==> src/rtl/core/sdu_pkg.sv <==
// Shared types and constants of the scanline delta unfilter.
package sdu_pkg;

  // Line store size and derived widths.
  localparam int unsigned MAX_LINE_BYTES = 4096;
  localparam int unsigned COL_W          = $clog2(MAX_LINE_BYTES);
  localparam int unsigned STRIDE_W       = COL_W + 1;

  // Configuration register indexes.
  localparam logic [1:0] CFG_LINE_PIXELS     = 2'd0;
  localparam logic [1:0] CFG_IMAGE_ROWS      = 2'd1;
  localparam logic [1:0] CFG_BYTES_PER_PIXEL = 2'd2;

  // Line mode codes as they arrive on the stream.
  localparam logic [7:0] MODE_LEFT    = 8'd1;
  localparam logic [7:0] MODE_UP      = 8'd2;
  localparam logic [7:0] MODE_AVERAGE = 8'd4;

  // Decoded reconstruction kind of one byte.
  typedef enum logic [1:0] {
    KIND_LEFT,
    KIND_UP,
    KIND_AVERAGE,
    KIND_BAD
  } kind_e;

  // One byte on its way from the sequencer to the reconstruction stage.
  typedef struct packed {
    logic [7:0]       data;
    kind_e            kind;
    logic             first_px;
    logic             row0;
    logic [COL_W-1:0] col;
    logic             last;
  } item_t;

endpackage

==> src/rtl/core/sdu_front.sv <==
// Configuration registers, line and row counters and line mode decode.
module sdu_front (
  input  logic                clk_i,
  input  logic                rst_ni,
  input  logic                cfg_valid_i,
  input  logic [1:0]          cfg_index_i,
  input  logic [15:0]         cfg_data_i,
  input  logic                accept_i,
  input  logic [7:0]          data_byte_i,
  input  logic [7:0]          line_mode_i,
  output sdu_pkg::item_t      item_o,
  output logic [1:0]          bpp_idx_o,
  output logic                restart_o
);

  import sdu_pkg::*;

  logic [10:0]         line_pixels_q;
  logic [15:0]         image_rows_q;
  logic [2:0]          bpp_q;
  logic [COL_W-1:0]    col_q, col_d;
  logic [15:0]         row_q, row_d;
  logic [7:0]          mode_q, mode_d;

  logic [2:0]          bpp_eff;
  logic [10:0]         px_eff;
  logic [13:0]         stride_full;
  logic [STRIDE_W-1:0] stride;
  logic [COL_W-1:0]    x;
  logic [STRIDE_W-1:0] x_inc;
  logic                eol;
  logic [15:0]         rows_eff;
  logic [16:0]         row_inc;
  logic [7:0]          mode_cur;
  logic                known_idx;
  kind_e               kind;

  // Configuration writes; a write to a known register restarts the image.
  always_comb begin
    known_idx = 1'b0;
    unique case (cfg_index_i)
      CFG_LINE_PIXELS,
      CFG_IMAGE_ROWS,
      CFG_BYTES_PER_PIXEL: known_idx = 1'b1;
      default:             known_idx = 1'b0;
    endcase
  end

  assign restart_o = cfg_valid_i && known_idx;

  always_ff @(posedge clk_i or negedge rst_ni) begin
    if (!rst_ni) begin
      line_pixels_q <= 11'd1;
      image_rows_q  <= 16'd1;
      bpp_q         <= 3'd3;
    end else if (cfg_valid_i) begin
      unique case (cfg_index_i)
        CFG_LINE_PIXELS:     line_pixels_q <= cfg_data_i[10:0];
        CFG_IMAGE_ROWS:      image_rows_q  <= cfg_data_i;
        CFG_BYTES_PER_PIXEL: bpp_q         <= cfg_data_i[2:0];
        default: ;
      endcase
    end
  end

  // Effective geometry: zero acts as one, pixel size is capped at four and a line at 4096 bytes.
  always_comb begin
    if (bpp_q == 3'd0) begin
      bpp_eff = 3'd1;
    end else if (bpp_q > 3'd4) begin
      bpp_eff = 3'd4;
    end else begin
      bpp_eff = bpp_q;
    end
    px_eff      = (line_pixels_q == 11'd0) ? 11'd1 : line_pixels_q;
    stride_full = {3'b000, px_eff} * {11'd0, bpp_eff};
    stride      = (stride_full > 14'(MAX_LINE_BYTES)) ? STRIDE_W'(MAX_LINE_BYTES)
                                                       : stride_full[STRIDE_W-1:0];
    rows_eff    = (image_rows_q == 16'd0) ? 16'd1 : image_rows_q;
  end

  assign bpp_idx_o = 2'(bpp_eff - 3'd1);

  // Column position, end of line and the next row number.
  always_comb begin
    x        = ({1'b0, col_q} >= stride) ? COL_W'(stride - STRIDE_W'(1)) : col_q;
    x_inc    = {1'b0, x} + STRIDE_W'(1);
    eol      = (x_inc >= stride);
    row_inc  = {1'b0, row_q} + 17'd1;
    mode_cur = (x == '0) ? line_mode_i : mode_q;
  end

  // Line mode decode.
  always_comb begin
    unique case (mode_cur)
      MODE_LEFT:    kind = KIND_LEFT;
      MODE_UP:      kind = KIND_UP;
      MODE_AVERAGE: kind = KIND_AVERAGE;
      default:      kind = KIND_BAD;
    endcase
  end

  // The word handed to the reconstruction stage.
  always_comb begin
    item_o.data     = data_byte_i;
    item_o.kind     = kind;
    item_o.first_px = ({{(COL_W-3){1'b0}}, bpp_eff} > x);
    item_o.row0     = (row_q == 16'd0);
    item_o.col      = x;
    item_o.last     = eol;
  end

  // Counter updates.
  always_comb begin
    col_d  = col_q;
    row_d  = row_q;
    mode_d = mode_q;
    if (restart_o) begin
      col_d = '0;
      row_d = '0;
    end else if (accept_i) begin
      mode_d = mode_cur;
      if (eol) begin
        col_d = '0;
        row_d = (row_inc >= {1'b0, rows_eff}) ? 16'd0 : row_inc[15:0];
      end else begin
        col_d = x_inc[COL_W-1:0];
      end
    end
  end

  always_ff @(posedge clk_i or negedge rst_ni) begin
    if (!rst_ni) begin
      col_q  <= '0;
      row_q  <= '0;
      mode_q <= '0;
    end else begin
      col_q  <= col_d;
      row_q  <= row_d;
      mode_q <= mode_d;
    end
  end

  // The counters stay inside the configured geometry.
  a_col_in_line: assert property (@(posedge clk_i) disable iff (!rst_ni)
    {1'b0, col_q} < stride)
    else $error("column counter beyond line length");

  a_row_in_image: assert property (@(posedge clk_i) disable iff (!rst_ni)
    row_q < rows_eff)
    else $error("row counter beyond image height");

  a_restart_clears: assert property (@(posedge clk_i) disable iff (!rst_ni)
    restart_o |=> (col_q == '0) && (row_q == 16'd0))
    else $error("restart did not return to row zero, column zero");

endmodule

==> config.mk <==
export PLATFORM = sky130hd
export DESIGN_NAME = sdu_front
export DESIGN_NICKNAME = d
export VERILOG_FILES = /design/src/rtl/core/sdu_pkg.sv /design/src/rtl/core/sdu_front.sv
export SDC_FILE = /design/constraint.sdc
export NUM_CORES = 1
export LEC_CHECK = 0
export BUFFER_PORTS_ARGS = -buffer_cell sky130_fd_sc_hd__buf_2
export CORE_MARGIN = 4
export CORE_UTILIZATION = 65
export CTS_CLUSTER_DIAMETER = 30
export DETAILED_ROUTE_END_ITERATION = 7
export GPL_TIMING_DRIVEN = 0
export PLACE_DENSITY = 0.87
export SLEW_MARGIN = 20
export SYNTH_ARGS = -nofsm -noshare
export SYNTH_HDL_FRONTEND = slang
export SYNTH_SLANG_ARGS = --single-unit
==> constraint.sdc <==
create_clock -name clk_i -period 12.8 [get_ports clk_i]
set_input_delay 1.28 -clock clk_i [delete_from_list [all_inputs] [get_ports clk_i]]
set_output_delay 1.28 -clock clk_i [all_outputs]
set_load 0.03 [all_outputs]
# Word level (Yosys, flattened, before mapping)
# Index checks and enable logic that the tools add are counted.
# op_classes
n_addsub,4
multipliers,1
div,0
order_cmp,6
n_eq_ne,5
n_shift,0
muxes,16
bitwise_logic,1
reduce_logical,15
# ops
cell,n
2-to-1 mux 16 bit,5
2-to-1 mux 12 bit,4
zero test 16 bit,2
"adder 16 x 1 -> 17 bit, second input constant",1
greater-or-equal comparator 17 x 16 -> 1 bit,1
"greater-than comparator 14 x 13 -> 1 bit, second input constant",1
multiplier 11 x 3 -> 14 bit,1
"adder 12 x 1 -> 13 bit, second input constant",1
greater-or-equal comparator 12 x 13 -> 1 bit,1
greater-or-equal comparator 13 bit,1
2-to-1 mux 13 bit,1
greater-than comparator 3 x 12 -> 1 bit,1
zero test 12 bit,1
"subtractor 12 x 1 -> 12 bit, second input constant",1
zero test 11 bit,1
2-to-1 mux 11 bit,1
AND reduction 2 bit,5
"equality test 8 x 1 -> 1 bit, second input constant",1
"equality test 8 x 2 -> 1 bit, second input constant",1
"equality test 8 x 3 -> 1 bit, second input constant",1
2-to-1 mux 8 bit,1
2-to-1 mux 3 bit,2
one-hot mux 2 bit (3 select lines),1
nonzero test 2 bit,2
other kinds (10),10
# totals
register_bits,66
latch_bits,0
mem_bits_rw,0
rom_bits,0
in_bits,38
elab_cells,54
mem_count,0

# Logic depth before layout (Yosys ltp)
# logic_depth
depth_word,13
depth_mapped,40
ltp_nobuf,35

# Worst setup path after synthesis
# Ideal clock, no wire load.
# synth_timing
path_kind,register to output
startpoint,reg bpp_q[0]
endpoint,out item_o[0] (netlist name)
arrival_time_ns,8.336
path_slack_ns,3.184
stages_incl_launch_ff,38
path_buffers,5
path_cell_list,dfstp_2 inv_1 a21oi_1 clkbuf_1 nand2_1 fa_1 inv_1 ha_1 fa_1 a211oi_1 nor2_4 xor2_4 a21oi_1 nand3_1 o31ai_1 and2_1 clkbuf_1 nand2_1 [2 not listed] nor2_1 a21oi_1 a32o_1 or3_1 clkbuf_1 clkbuf_1 o21ai_0 ha_1 o221ai_1 xnor2_1 ha_1 a21oi_1 o31ai_1 a21oi_1 inv_1 a221oi_1 nand2_1 buf_4
# synth_lines
element,line_no,text
start: declaration,sdu_front.sv:20,logic [2:0] bpp_q;
start signal: assignment,sdu_front.sv:60,CFG_BYTES_PER_PIXEL: bpp_q <= cfg_data_i[2:0];
end: declaration,sdu_front.sv:11,"output sdu_pkg::item_t item_o,"

# Worst setup path after layout
# layout_timing
startpoint,reg bpp_q[0]
endpoint,out item_o[0] (netlist name)
# layout_between
elab_chain_cells,10
# layout_rtl
element,line_no,text
greater-than comparator 3 bit,sdu_front.sv:70,end else if (bpp_q > 3'd4) begin
2-to-1 mux 3 bit,sdu_front.sv:70,
2-to-1 mux 3 bit (*),sdu_front.sv:68,if (bpp_q == 3'd0) begin
multiplier 11 x 3 -> 14 bit (*),sdu_front.sv:76,"stride_full = {3'b000, px_eff} * {11'd0, bpp_eff};"
greater-than comparator 14 x 13 -> 1 bit,sdu_front.sv:77,stride = (stride_full > 14'(MAX_LINE_BYTES)) ? STRIDE_W'(MAX_LINE_BYTES)
2-to-1 mux 13 bit (*),sdu_front.sv:77,
subtractor 12 x 1 -> 12 bit or greater-or-equal comparator 12 x 13 -> 1 bit (tied branches),sdu_front.sv:86,"x = ({1'b0, col_q} >= stride) ? COL_W'(stride - STRIDE_W'(1)) : col_q;"
2-to-1 mux 12 bit,sdu_front.sv:86,
adder 12 x 1 -> 13 bit,sdu_front.sv:87,"x_inc = {1'b0, x} + STRIDE_W'(1);"
greater-or-equal comparator 13 bit (*),sdu_front.sv:88,eol = (x_inc >= stride);
# Every way passes the cells marked *; elsewhere a longest branch is shown, timed or not.

==> qor.csv <==
metric,value,unit
"Setup violations, final",0,
# DRC,0,
drt pass-1 iters,5,
largest net degree at the start of global routing,49,
H-Tree Depth,3,
Setup Buffers After CTS,0,
max_slew headroom,46.6,%
ys flop type,dfrtp_1,
dpl cells,876,
Die W,105,microns
clk slew on worst S/H paths,70,ps
Worst Path Max Fanout,10,
Root Buffer,clkbuf_8,
unrepaired setup endpoints after global routing,no,
hold_buf cts,0,
Hold Startpoint,mode_q[6],
fraction of layout cells with a size suffix above 1,19.4,%
post-route ant nets,0,
worst path arrival time,10080,ps
P per Cell Area,236,nW/um^2
f_max,88.0,MHz
final wirelength,15900,microns
"Seq/Total Area, Yosys",26.9,%
CTS resizes,0,
worst skew pair latency,360,ps
CTS Buf Count,9,
"slowest stage delay, CP",550,ps
"Data required, critical path",11520,ps
Critical-path top delay cell,dfstp_2,
P&R area growth vs syn,11.2,%
Worst Skew,10.9,ps
core area,9240,sq um
status,completed,
PnR worst setup slack,1440,ps
Die Ht,105,microns
synthesized instance count,689,
syn_area_per_cell,8.95,sq um
first-pass GRT wire length,26700,microns
max-cap viol count,0,
synthesized cell area,6160,sq um
number of DRC markers in iteration 0,330,
number of global-route vias before repair,5519,
"flops & latches, synth",66,
"Min Clock Period, post-route",11360,ps
Setup Crit Path Kind,flip-flop to output pin,
Critical Path Sink Type,output pin,
Total Power,1610,uW
syn_nets,799,
clock tree buffer depth,2,
row count,35,
Final Hold Vio Count,0,
"Async S/R FF share, synth",100,%
I/O pin cnt,66,
via count of the routed design,5507,
"Slew Viols, Final",0,
"most used cell, CP",a21oi_1,
Post-DP HPWL,12600,microns
post-DR wirelength/cell,17.8,microns
Initial Util,66.7,%
dpl ws,1900,ps
Synth cell types,71,
total grt overflow,0,
GPL Wtd Cong,0.939,
ANT cells,0,
Critical path buffers and inverters,9,
worst min path class,flip-flop to flip-flop,
setup total negative slack,0,ps
crit share post-route,88.7,%
yosys synthesis warning count,0,
Finished Layout Cells,892,
overall routing resource usage,29.7,%
antenna violations before repair,0,
CP top delay family,compound AO/OA/AOI/OAI gates,
final core utilization,74.2,%
VDD IR max,0.151,mV
static leakage power,0.00338,uW
worst setup path startpoint,bpp_q[0],
CTS sink count,66,
PortBufs,57,
element type at the critical path start,flip-flop,
Vias/cell,6.17,
most frequent cells in the layout,"nand2_1, ha_1, dfrtp_1, buf_2, inv_1",
Worst Tran Pin Value,794,ps
worst r2r src,bpp_q[0],
Die ar.,11100,sq um
"commonest non-fill, non-tap cell in the layout",nand2_1,
CTS tree,built,
"EDFF count, synth",0,
Final nets,868,
[logic make-up after synthesis]
kind of cell | count (synthesis) | share of synthesized area (%)
adder cells (fa/ha/maj) | 72 | 15.8
AND/OR/NAND/NOR | 245 | 20.2
AO/OA/AOI/OAI | 145 | 17.2
XOR/XNOR | 31 | 4.83
flip-flops | 66 | 26.9
multiplexers | 49 | 9.32
buffers and inverters | 81 | 5.72
[metal layers]
| layer | global-route usage [%] | vias to the layer above | wire (microns) |
|---|---|---|---|
| li1 | - | 2619 | - |
| met1 | 38.5 | 2632 | 6890 |
| met2 | 50.0 | 218 | 7500 |
| met3 | 6.00 | 38 | 1060 |
| met4 | 9.47 | 0 | 403 |
| met5 | 0 | - | 0 |
[layout make-up]
class,count,area [sq um]
Buffer,29,158
Clock buffer,11,151
Clock inverter,5,60.1
Fill cell,672,2390
Inverter,52,195
Multi-Input combinational cell,542,4150
Sequential cell,66,1660
Tap cell,129,161
Timing Repair Buffer,58,315
[power breakdown]
part	internal (uW)	switching (uW)
clock	101	92.2
sequential	257	54.8
combinational	444	665
total	802	812
[state kept, by name, indices dropped and copies added (netlist names)]
| register | flops |
|---|---|
| row_q | 16 |
| mode_q | 8 |
| col_q | 12 |
| bpp_q | 3 |
| image_rows_q | 16 |
| line_pixels_q | 11 |
[through the flow]
step	hold slack (ps)	instance area, sq um
after global routing	539	6850
after detailed placement	495	6640
after floorplan	482	6160
after CTS	518	6850
after global placement	495	6610
final	518	6850
[cells in the mapped netlist, types with 12 or more instances]
master | n | area [sq um]
a211oi_1 | 14 | 105
a21o_1 | 17 | 128
a21oi_1 | 20 | 100
a22o_1 | 17 | 149
clkbuf_1 | 18 | 67.6
dfrtp_1 | 62 | 1550
ha_1 | 62 | 776
inv_1 | 52 | 195
mux2_2 | 35 | 394
nand2_1 | 78 | 293
nand3_1 | 17 | 85.1
nor2_1 | 36 | 135
nor3_1 | 16 | 80.1
nor4_1 | 14 | 87.6
o21a_1 | 12 | 90.1
o21ai_0 | 19 | 95.1
xnor2_1 | 21 | 184
[final timing paths]
check                           slack [ps]               to  cells after the start
min in group asynchronous              800  image_rows_q[6]                      1
worst max register to register        2130        row_q[14]                     39
worst min register to register         520        mode_q[6]                      1
max in group asynchronous            11440         bpp_q[1]                      2
worst min-delay path                   520        mode_q[6]                      1
worst max-delay path                  1440        item_o[0]                     38
(Power assumes the default switching activity.)
