File: src/rtl/core/sdu_pkg.sv
// Shared types and constants of the scanline delta unfilter.
package sdu_pkg;

  // Line store size and derived widths.
  localparam int unsigned MAX_LINE_BYTES = 4096;
  localparam int unsigned COL_W          = $clog2(MAX_LINE_BYTES);
  localparam int unsigned STRIDE_W       = COL_W + 1;

  // Configuration register indexes.
  localparam logic [1:0] CFG_LINE_PIXELS     = 2'd0;
  localparam logic [1:0] CFG_IMAGE_ROWS      = 2'd1;
  localparam logic [1:0] CFG_BYTES_PER_PIXEL = 2'd2;

  // Line mode codes as they arrive on the stream.
  localparam logic [7:0] MODE_LEFT    = 8'd1;
  localparam logic [7:0] MODE_UP      = 8'd2;
  localparam logic [7:0] MODE_AVERAGE = 8'd4;

  // Decoded reconstruction kind of one byte.
  typedef enum logic [1:0] {
    KIND_LEFT,
    KIND_UP,
    KIND_AVERAGE,
    KIND_BAD
  } kind_e;

  // One byte on its way from the sequencer to the reconstruction stage.
  typedef struct packed {
    logic [7:0]       data;
    kind_e            kind;
    logic             first_px;
    logic             row0;
    logic [COL_W-1:0] col;
    logic             last;
  } item_t;

endpackage

File: src/rtl/core/sdu_recon.sv
// Item register, byte reconstruction, left history and result register.
module sdu_recon (
  input  logic                 clk_i,
  input  logic                 rst_ni,
  input  logic                 accept_i,
  input  sdu_pkg::item_t       item_i,
  input  logic [1:0]           bpp_idx_i,
  input  logic                 restart_i,
  output logic                 in_ready_o,
  input  logic [7:0]           above_rdata_i,
  output logic                 wr_en_o,
  output logic [sdu_pkg::COL_W-1:0] wr_addr_o,
  output logic [7:0]           wr_data_o,
  output logic                 out_valid_o,
  input  logic                 out_ready_i,
  output logic [7:0]           pixel_byte_o,
  output logic                 end_of_line_o,
  output logic                 bad_mode_o
);

  import sdu_pkg::*;

  item_t       s1_q;
  logic        s1_valid_q;
  logic        hit_q;
  logic [7:0]  fwd_q;
  logic [7:0]  hist_q [4];
  logic        out_valid_q;
  logic [7:0]  out_pixel_q;
  logic        out_last_q;
  logic        out_bad_q;

  logic        out_free;
  logic        s1_fire;
  logic [7:0]  above;
  logic [7:0]  left;
  logic [8:0]  sum;
  logic [7:0]  res;

  // Handshake: the item register moves whenever the result register is free.
  assign out_free   = !out_valid_q || out_ready_i;
  assign s1_fire    = s1_valid_q && out_free;
  assign in_ready_o = !s1_valid_q || out_free;

  // Neighbors: the line above comes from the store, or from the write in flight.
  always_comb begin
    if (s1_q.row0) begin
      above = 8'd0;
    end else if (hit_q) begin
      above = fwd_q;
    end else begin
      above = above_rdata_i;
    end
    left = hist_q[bpp_idx_i];
    sum  = {1'b0, above} + {1'b0, left};
  end

  // Byte reconstruction, modulo 256.
  always_comb begin
    case (s1_q.kind)
      KIND_LEFT:    res = s1_q.first_px ? s1_q.data : 8'(left - s1_q.data);
      KIND_UP:      res = 8'(above - s1_q.data);
      KIND_AVERAGE: res = s1_q.first_px ? s1_q.data : 8'(sum[8:1] - s1_q.data);
      default:      res = 8'd0;
    endcase
  end

  assign wr_en_o   = s1_fire;
  assign wr_addr_o = s1_q.col;
  assign wr_data_o = res;

  // Item register with the forwarding mark for a same-column read.
  always_ff @(posedge clk_i or negedge rst_ni) begin
    if (!rst_ni) begin
      s1_valid_q <= 1'b0;
      hit_q      <= 1'b0;
    end else if (accept_i) begin
      s1_valid_q <= 1'b1;
      hit_q      <= s1_fire && (item_i.col == s1_q.col);
    end else if (s1_fire) begin
      s1_valid_q <= 1'b0;
    end
  end

  always_ff @(posedge clk_i) begin
    if (accept_i) begin
      s1_q  <= item_i;
      fwd_q <= res;
    end
  end

  // Recent reconstructed bytes of the current line.
  always_ff @(posedge clk_i or negedge rst_ni) begin
    if (!rst_ni) begin
      for (int i = 0; i < 4; i++) begin
        hist_q[i] <= 8'd0;
      end
    end else if (restart_i) begin
      for (int i = 0; i < 4; i++) begin
        hist_q[i] <= 8'd0;
      end
    end else if (s1_fire) begin
      for (int i = 3; i > 0; i--) begin
        hist_q[i] <= hist_q[i-1];
      end
      hist_q[0] <= res;
    end
  end

  // Result register.
  always_ff @(posedge clk_i or negedge rst_ni) begin
    if (!rst_ni) begin
      out_valid_q <= 1'b0;
    end else if (s1_fire) begin
      out_valid_q <= 1'b1;
    end else if (out_ready_i) begin
      out_valid_q <= 1'b0;
    end
  end

  always_ff @(posedge clk_i) begin
    if (s1_fire) begin
      out_pixel_q <= res;
      out_last_q  <= s1_q.last;
      out_bad_q   <= (s1_q.kind == KIND_BAD);
    end
  end

  assign out_valid_o   = out_valid_q;
  assign pixel_byte_o  = out_pixel_q;
  assign end_of_line_o = out_last_q;
  assign bad_mode_o    = out_bad_q;

  // A bad line mode always yields a zero byte.
  a_bad_is_zero: assert property (@(posedge clk_i) disable iff (!rst_ni)
    (out_valid_q && out_bad_q) |-> (out_pixel_q == 8'd0))
    else $error("bad mode result carries a nonzero byte");

  // A byte leaving the item register shows up as a result.
  a_fire_gives_result: assert property (@(posedge clk_i) disable iff (!rst_ni)
    s1_fire |=> out_valid_q)
    else $error("reconstructed byte was lost");

  // A restart empties the left history.
  a_restart_history: assert property (@(posedge clk_i) disable iff (!rst_ni)
    restart_i |=> (hist_q[0] == 8'd0) && (hist_q[1] == 8'd0) &&
                  (hist_q[2] == 8'd0) && (hist_q[3] == 8'd0))
    else $error("left history not cleared on restart");

endmodule

File: config.mk
export PLATFORM = sky130hd
export DESIGN_NAME = sdu_recon
export DESIGN_NICKNAME = d
export VERILOG_FILES = /design/src/rtl/core/sdu_pkg.sv /design/src/rtl/core/sdu_recon.sv
export SDC_FILE = /design/constraint.sdc
export NUM_CORES = 1
export LEC_CHECK = 0
export ABC_CLOCK_PERIOD_IN_PS = 5600
export BUFFER_PORTS_ARGS = -buffer_cell sky130_fd_sc_hd__buf_4
export CORE_ASPECT_RATIO = 1.25
export CORE_MARGIN = 4
export CORE_UTILIZATION = 34
export CTS_BUF_LIST = sky130_fd_sc_hd__clkbuf_8
export DETAILED_ROUTE_END_ITERATION = 12
export GPL_TIMING_DRIVEN = 0
export SLEW_MARGIN = 5
export SYNTH_ARGS = -nofsm -noshare
export SYNTH_HDL_FRONTEND = slang
export SYNTH_SLANG_ARGS = --single-unit
File: constraint.sdc
create_clock -name clk_i -period 5.6 [get_ports clk_i]
set_input_delay 0.56 -clock clk_i [delete_from_list [all_inputs] [get_ports clk_i]]
set_output_delay 0.56 -clock clk_i [all_outputs]
set_load 0.05 [all_outputs]
Word-level counts from Yosys, hierarchy flattened
Cells that the tools add are included.

cells by class
  $add $sub $neg = 4
  multiply operators = 0
  div/mod/pow operators = 0
  $lt $le $gt $ge = 1
  eq/ne operators = 4
  shifts and indexed selects = 0
  mux-type cells = 14
  bitwise logic cells = 1
  reductions and logical operators = 10

operators by type and width
  operator            number
  $mux 32             2
  $mux 8              6
  $pmux 8 s3          1
  $sub 8x8->8         3
  $bmux 8 s2          1
  $eq 12x12->1        1
  $add 8x8->9         1
  $reduce_bool 2->1   3
  $eq 2x2->1 const B  2
  $mux 1              4
  $ge 3x3->1 const B  1
  $not 2->3           1
  $eq 2x1->1 const B  1
  $logic_and 1x1->1   2
  $logic_not 1->1     2
  $logic_not 2->1     1
  $logic_or 1x1->1    2

word-level totals
  bits in registers = 78
  bits in latches = 0
  bits in writable memories = 0
  memory bits (read-only) = 0
  input port bits = 40
  output and inout port bits = 33
  word-level logic and storage cells = 51
  memories kept = 0

Depth between registers and ports, before layout
  depth after elaboration = 10
  mapped depth = 18
  gate-level depth less buffers = 17

Worst setup path after synthesis
Ideal clock, no wire load.

  path type = input -> output
  start = input port bpp_idx_i[0]
  end = output port wr_data_o[7]
  arrival = 4238 ps
  required time = 5040 ps
  slack = 802 ps
  stages on the path = 15
  path buffers = 1
  cell sequence = buf_6 > mux4_2 > ha_1 > and2_1 > a41oi_2 > o21bai_1 > a211oi_1 > nor2_1 > ha_1 > nor2b_1 > a311oi_4 > a21oi_2 > a21boi_2 > o41ai_1 > nand2_1

on the way
  cells in the longest elaborated chain, start to end = 8
  elaborated cells between the ends (all ways) = 10
  classes of those cells = add/sub (3); mux (6); bitwise (1)

ends and longest elaborated chain
  item                                         line             text
  start: declaration                           sdu_recon.sv:7   input logic [1:0] bpp_idx_i,
  $not 2->3 (not written as such) *            sdu_recon.sv:54  left = hist_q[bpp_idx_i];
  $bmux 8 s2 *                                 sdu_recon.sv:54
  $mux 8 (not written as such) * (2 in a row)  sdu_recon.sv:54
  $add 8x8->9                                  sdu_recon.sv:55  sum = {1'b0, above} + {1'b0, left};
  $sub 8x8->8                                  sdu_recon.sv:63  KIND_AVERAGE: res = s1_q.first_px ? s1_q.data : 8'(sum[8:1] - s1_q.data);
  $mux 8                                       sdu_recon.sv:63
  $pmux 8 s3 *                                 sdu_recon.sv:60  case (s1_q.kind)
  end: declaration                             sdu_recon.sv:13  output logic [7:0] wr_data_o,

Every way passes the cells marked *; elsewhere a longest branch is shown, timed or not. The select of a mux whose other input is x is not followed.

Worst setup path after layout
  start = register s1_q[13] (netlist bit)
  end = output port wr_data_o[7]

on the way
  cells in the longest elaborated chain, start to end = 5
  elaborated cells between the ends (all ways) = 6
  classes of those cells = add/sub (3); mux (3)

ends and longest elaborated chain
  item                      line             text
  start: declaration        sdu_recon.sv:23  item_t s1_q;
  start signal: assignment  sdu_recon.sv:87  s1_q <= item_i;
  $mux 8 *                  sdu_recon.sv:47  if (s1_q.row0) begin
  $add 8x8->9               sdu_recon.sv:55
  $sub 8x8->8               sdu_recon.sv:63
  $mux 8                    sdu_recon.sv:63
  $pmux 8 s3 *              sdu_recon.sv:60

Every way passes the cells marked *; elsewhere a longest branch is shown, timed or not.

==> impl_results.md <==
* Result of the run: finished, final reports clean
* Residual antenna-violating net count after detailed routing at 0
* Worst clock skew at 13.9 ps
* Dominant synthesized flop cell: sky130_fd_sc_hd__edfxtp_1
* Quantity of gates resized following cts at 0
* Buffer depth of the longest clock path at 2
* Wire length of the first global-routing pass at 19.4 mm
* Setup TNS after final layout at 0 ps
* Maximum resistive drop on vdd at 151 uV
* Total Routing Usage GR at 15.3%
* Clk sinks at 78
* Setup Viol. Count Final at 0
* Via density per instance at 5.17
* Data required, critical path at 5040 ps
* Final-report hold violation count at 0
* Drc violations at 0
* Clock buffers created by TritonCTS at 9
* Type of the worst setup path: register to output pin
* Wire length reported by the detailed router at 11.9 mm
* Post-Synthesis Cells at 452
* Core ar. at 0.0139 sq mm
* Overflow after GRT at 0
* Final max-slew violation count at 0
* Total instance count after detailed placement at 697
* Initial core utilization at 34.8%
* CTS clock-pin slew for the worst setup and hold paths at 90 ps
* Non-filler cells in the finished layout at 713
* Io pins at 73
* Number of hold buffers added after cts at 0
* Syn_area_per_cell at 10.7 sq um
* DIE AREA at 0.0162 sq mm
* Final RePlAce weighted congestion at 0.910
* Fin Hold WS at 147 ps
* Post-synthesis async set-or-reset flop share at 44.9%
* P&R area growth vs syn at 19.5%
* Endpoint kind of the worst setup timing path: output pin
* Number of antenna violations at the first check in global routing at 0
* # port buffers at 70
* Source-to-sink clock delay at the later pin of the worst-skew pair at 360 ps
* Fmax at 0.191 GHz
* Final period demand of the worst path at 5240 ps
* Synthesized Nets at 524
* Startpoint class of the critical path: register
* Commonest cells after routing, fill and taps aside: 82 x sky130_fd_sc_hd__buf_4, 62 x sky130_fd_sc_hd__nand2_1, 43 x sky130_fd_sc_hd__edfxtp_1, 38 x sky130_fd_sc_hd__a21oi_1, 35 x sky130_fd_sc_hd__dfrtp_1
* CTS Root Cell: sky130_fd_sc_hd__clkbuf_8
* Unrepaired setup endpoints after global routing: false
* Sum of net half-perimeters after detailed placement at 9.24 mm
* Deepest level of the CTS H-tree at 3
* Synth Register Bits at 78
* Via count at 3686
* Largest net degree at the start of global routing at 36
* Detail-routed net length per standard cell at 16.8 um
* Worst EP arrival at 4680 ps
* Slew HR at 21.8%
* Final net count at 605
* Buffers inserted during post-CTS setup optimization at 0
* Number of global-route vias before repair at 3785
* Crit path max fanout at 10
* Drt first pass iters at 4
* Path type of the worst min-delay path: input pin to asynchronous set/reset pin
* Final period util at 93.6%
* Count of cell types in the netlist at 66
* CTS tree: yes
* # Max-Cap Violations at 0
* Area of the mapped netlist at 0.00483 sq mm
* Antenna diode count at 0
* Most frequent standard cell in the layout excluding fill and tap cells: sky130_fd_sc_hd__buf_4
* Count of synthesis-stage warnings from yosys at 0
* Leakage power at 0.00241 uW
* Power per cell area at 277 mW/mm^2
* Fraction of layout instances using a drive strength above 1 at 24.7%
* Number of synthesized flops with an enable pin at 43
* Transition time at the pin with the least slew margin at 1170 ps
* Standard-cell row count at 48
* Die height at 141 um
* Starting DRT DRC Count at 162
* Sequential cell area fraction in the yosys report at 44.9%
* Floorplan die width at 115 um
==> critical path, stage by stage, from the launching register on <==
cell and delay [ps]:
sky130_fd_sc_hd__edfxtp_1 410, sky130_fd_sc_hd__clkbuf_1 260, sky130_fd_sc_hd__nor2_1 400, sky130_fd_sc_hd__ha_1 300, sky130_fd_sc_hd__and2_1 160, sky130_fd_sc_hd__a41oi_2 250, sky130_fd_sc_hd__o21bai_1 120, sky130_fd_sc_hd__a211oi_1 250
sky130_fd_sc_hd__nor2_1 90, sky130_fd_sc_hd__ha_1 350, sky130_fd_sc_hd__nor2b_1 180, sky130_fd_sc_hd__a311oi_4 330, sky130_fd_sc_hd__a21oi_2 130, sky130_fd_sc_hd__a21boi_2 180, sky130_fd_sc_hd__o41ai_2 520, sky130_fd_sc_hd__nand2_1 180
sky130_fd_sc_hd__buf_4 230
==> metal layers <==
layer	global-route usage, %	vias to the layer above	wire [um]
met5	0	-	0
met4	5.44	0	257
met3	2.47	15	376
met2	26.9	73	6310
met1	18.6	1815	5000
li1	-	1783	-
==> report_power, final <==
group	internal [uW]	total, uW	switching, uW
Sequential	659	684	24.4
Combinational	190	506	315
Clock	203	408	205
==> final cells by class <==
class,count,area [sq um]
Fill cell,1317,8100
Multi-Input combinational cell,323,2380
Sequential cell,78,2170
Timing Repair Buffer,70,526
Tap cell,175,219
Buffer,31,215
Clock buffer,9,124
Inverter,20,75.1
Clock inverter,7,66.3
==> cell usage after synthesis (2+ instances only) <==
cell type                  number  area [sq um]
sky130_fd_sc_hd__o22ai_1        3          18.8
sky130_fd_sc_hd__fa_1           4          80.1
sky130_fd_sc_hd__nor2b_1        8          50.1
sky130_fd_sc_hd__xnor2_1       17           149
sky130_fd_sc_hd__xor2_1        10          87.6
sky130_fd_sc_hd__a311oi_1       3          26.3
sky130_fd_sc_hd__ha_1          28           350
sky130_fd_sc_hd__nand2_1       62           233
sky130_fd_sc_hd__a211oi_1       8          60.1
sky130_fd_sc_hd__nor3_1         7          35.0
sky130_fd_sc_hd__clkbuf_8       3          41.3
sky130_fd_sc_hd__a21o_1         3          22.5
sky130_fd_sc_hd__mux4_2         8           180
sky130_fd_sc_hd__o211a_1        2          20.0
sky130_fd_sc_hd__o211ai_1       3          22.5
sky130_fd_sc_hd__buf_4         12          90.1
sky130_fd_sc_hd__nand3_1        3          15.0
sky130_fd_sc_hd__o21ai_0       12          60.1
sky130_fd_sc_hd__o31ai_1        2          15.0
sky130_fd_sc_hd__dfrtp_1       35           876
sky130_fd_sc_hd__buf_6          3          33.8
sky130_fd_sc_hd__edfxtp_1      43          1290
sky130_fd_sc_hd__clkbuf_1      12          45.0
sky130_fd_sc_hd__mux2i_1       10           100
sky130_fd_sc_hd__mux2_2         2          22.5
sky130_fd_sc_hd__or2_2          3          18.8
sky130_fd_sc_hd__a211o_1        2          17.5
sky130_fd_sc_hd__nand4_1        3          18.8
sky130_fd_sc_hd__o21a_1         8          60.1
sky130_fd_sc_hd__nor3b_1        3          22.5
sky130_fd_sc_hd__a21oi_1       38           190
sky130_fd_sc_hd__or4_1          2          15.0
sky130_fd_sc_hd__nor4_1         4          25.0
sky130_fd_sc_hd__o31a_1         2          17.5
sky130_fd_sc_hd__nor2_1        33           124
sky130_fd_sc_hd__inv_1         19          71.3
sky130_fd_sc_hd__nand2b_1       3          18.8
==> registers in the layout, summed over array words and instances, names as in the netlist <==
register / count
out_valid_o: 1
bad_mode_o: 1
s1_q: 13
s1_valid_q: 1
hist_q: 32
fwd_q: 8
wr_addr_o: 12
end_of_line_o: 1
hit_q: 1
pixel_byte_o: 8
==> logic make-up (layout without fill, tap and decap cells) <==
group / Yosys count / count (layout) / share of synthesized area (%)
mux: 21 / 21 / 6.73
fa+ha+maj: 32 / 32 / 8.91
simple gates: 142 / 142 / 13.8
compound gates: 101 / 101 / 14.8
buf+inv: 51 / 137 / 6.01
xor+xnor: 27 / 27 / 4.89
flops: 78 / 78 / 44.9
==> final timing paths <==
| kind | from | to | slack (ps) | depth (start not counted) |
|---|---|---|---|---|
| max | s1_q[13] | wr_data_o[7] | 360 | 16 |
| min | rst_ni | hist_q[1] | 150 | 1 |
| max reg2reg | s1_q[13] | fwd_q[7] | 1220 | 15 |
| min reg2reg | s1_q[0] | end_of_line_o | 430 | 0 |
| max in group asynchronous | rst_ni | hist_q[31] | 5120 | 1 |
| min in group clk_i | item_i[23] | s1_q[23] | 370 | 1 |
==> metrics by stage <==
stage / utilization, % / total power [uW] / instance area, sq um / setup WS [ps]
after floorplan: - / 1050 / 4830 / 802
after global placement: 40.2 / 1190 / 5580 / 252
after detailed placement: 40.2 / 1200 / 5580 / 151
after CTS: 41.6 / 1620 / 5770 / 48.7
after global routing: 41.6 / 1690 / 5770 / 29.5
final: 41.6 / 1600 / 5770 / 360
No activity file was read; power rests on OpenSTA's default activity.
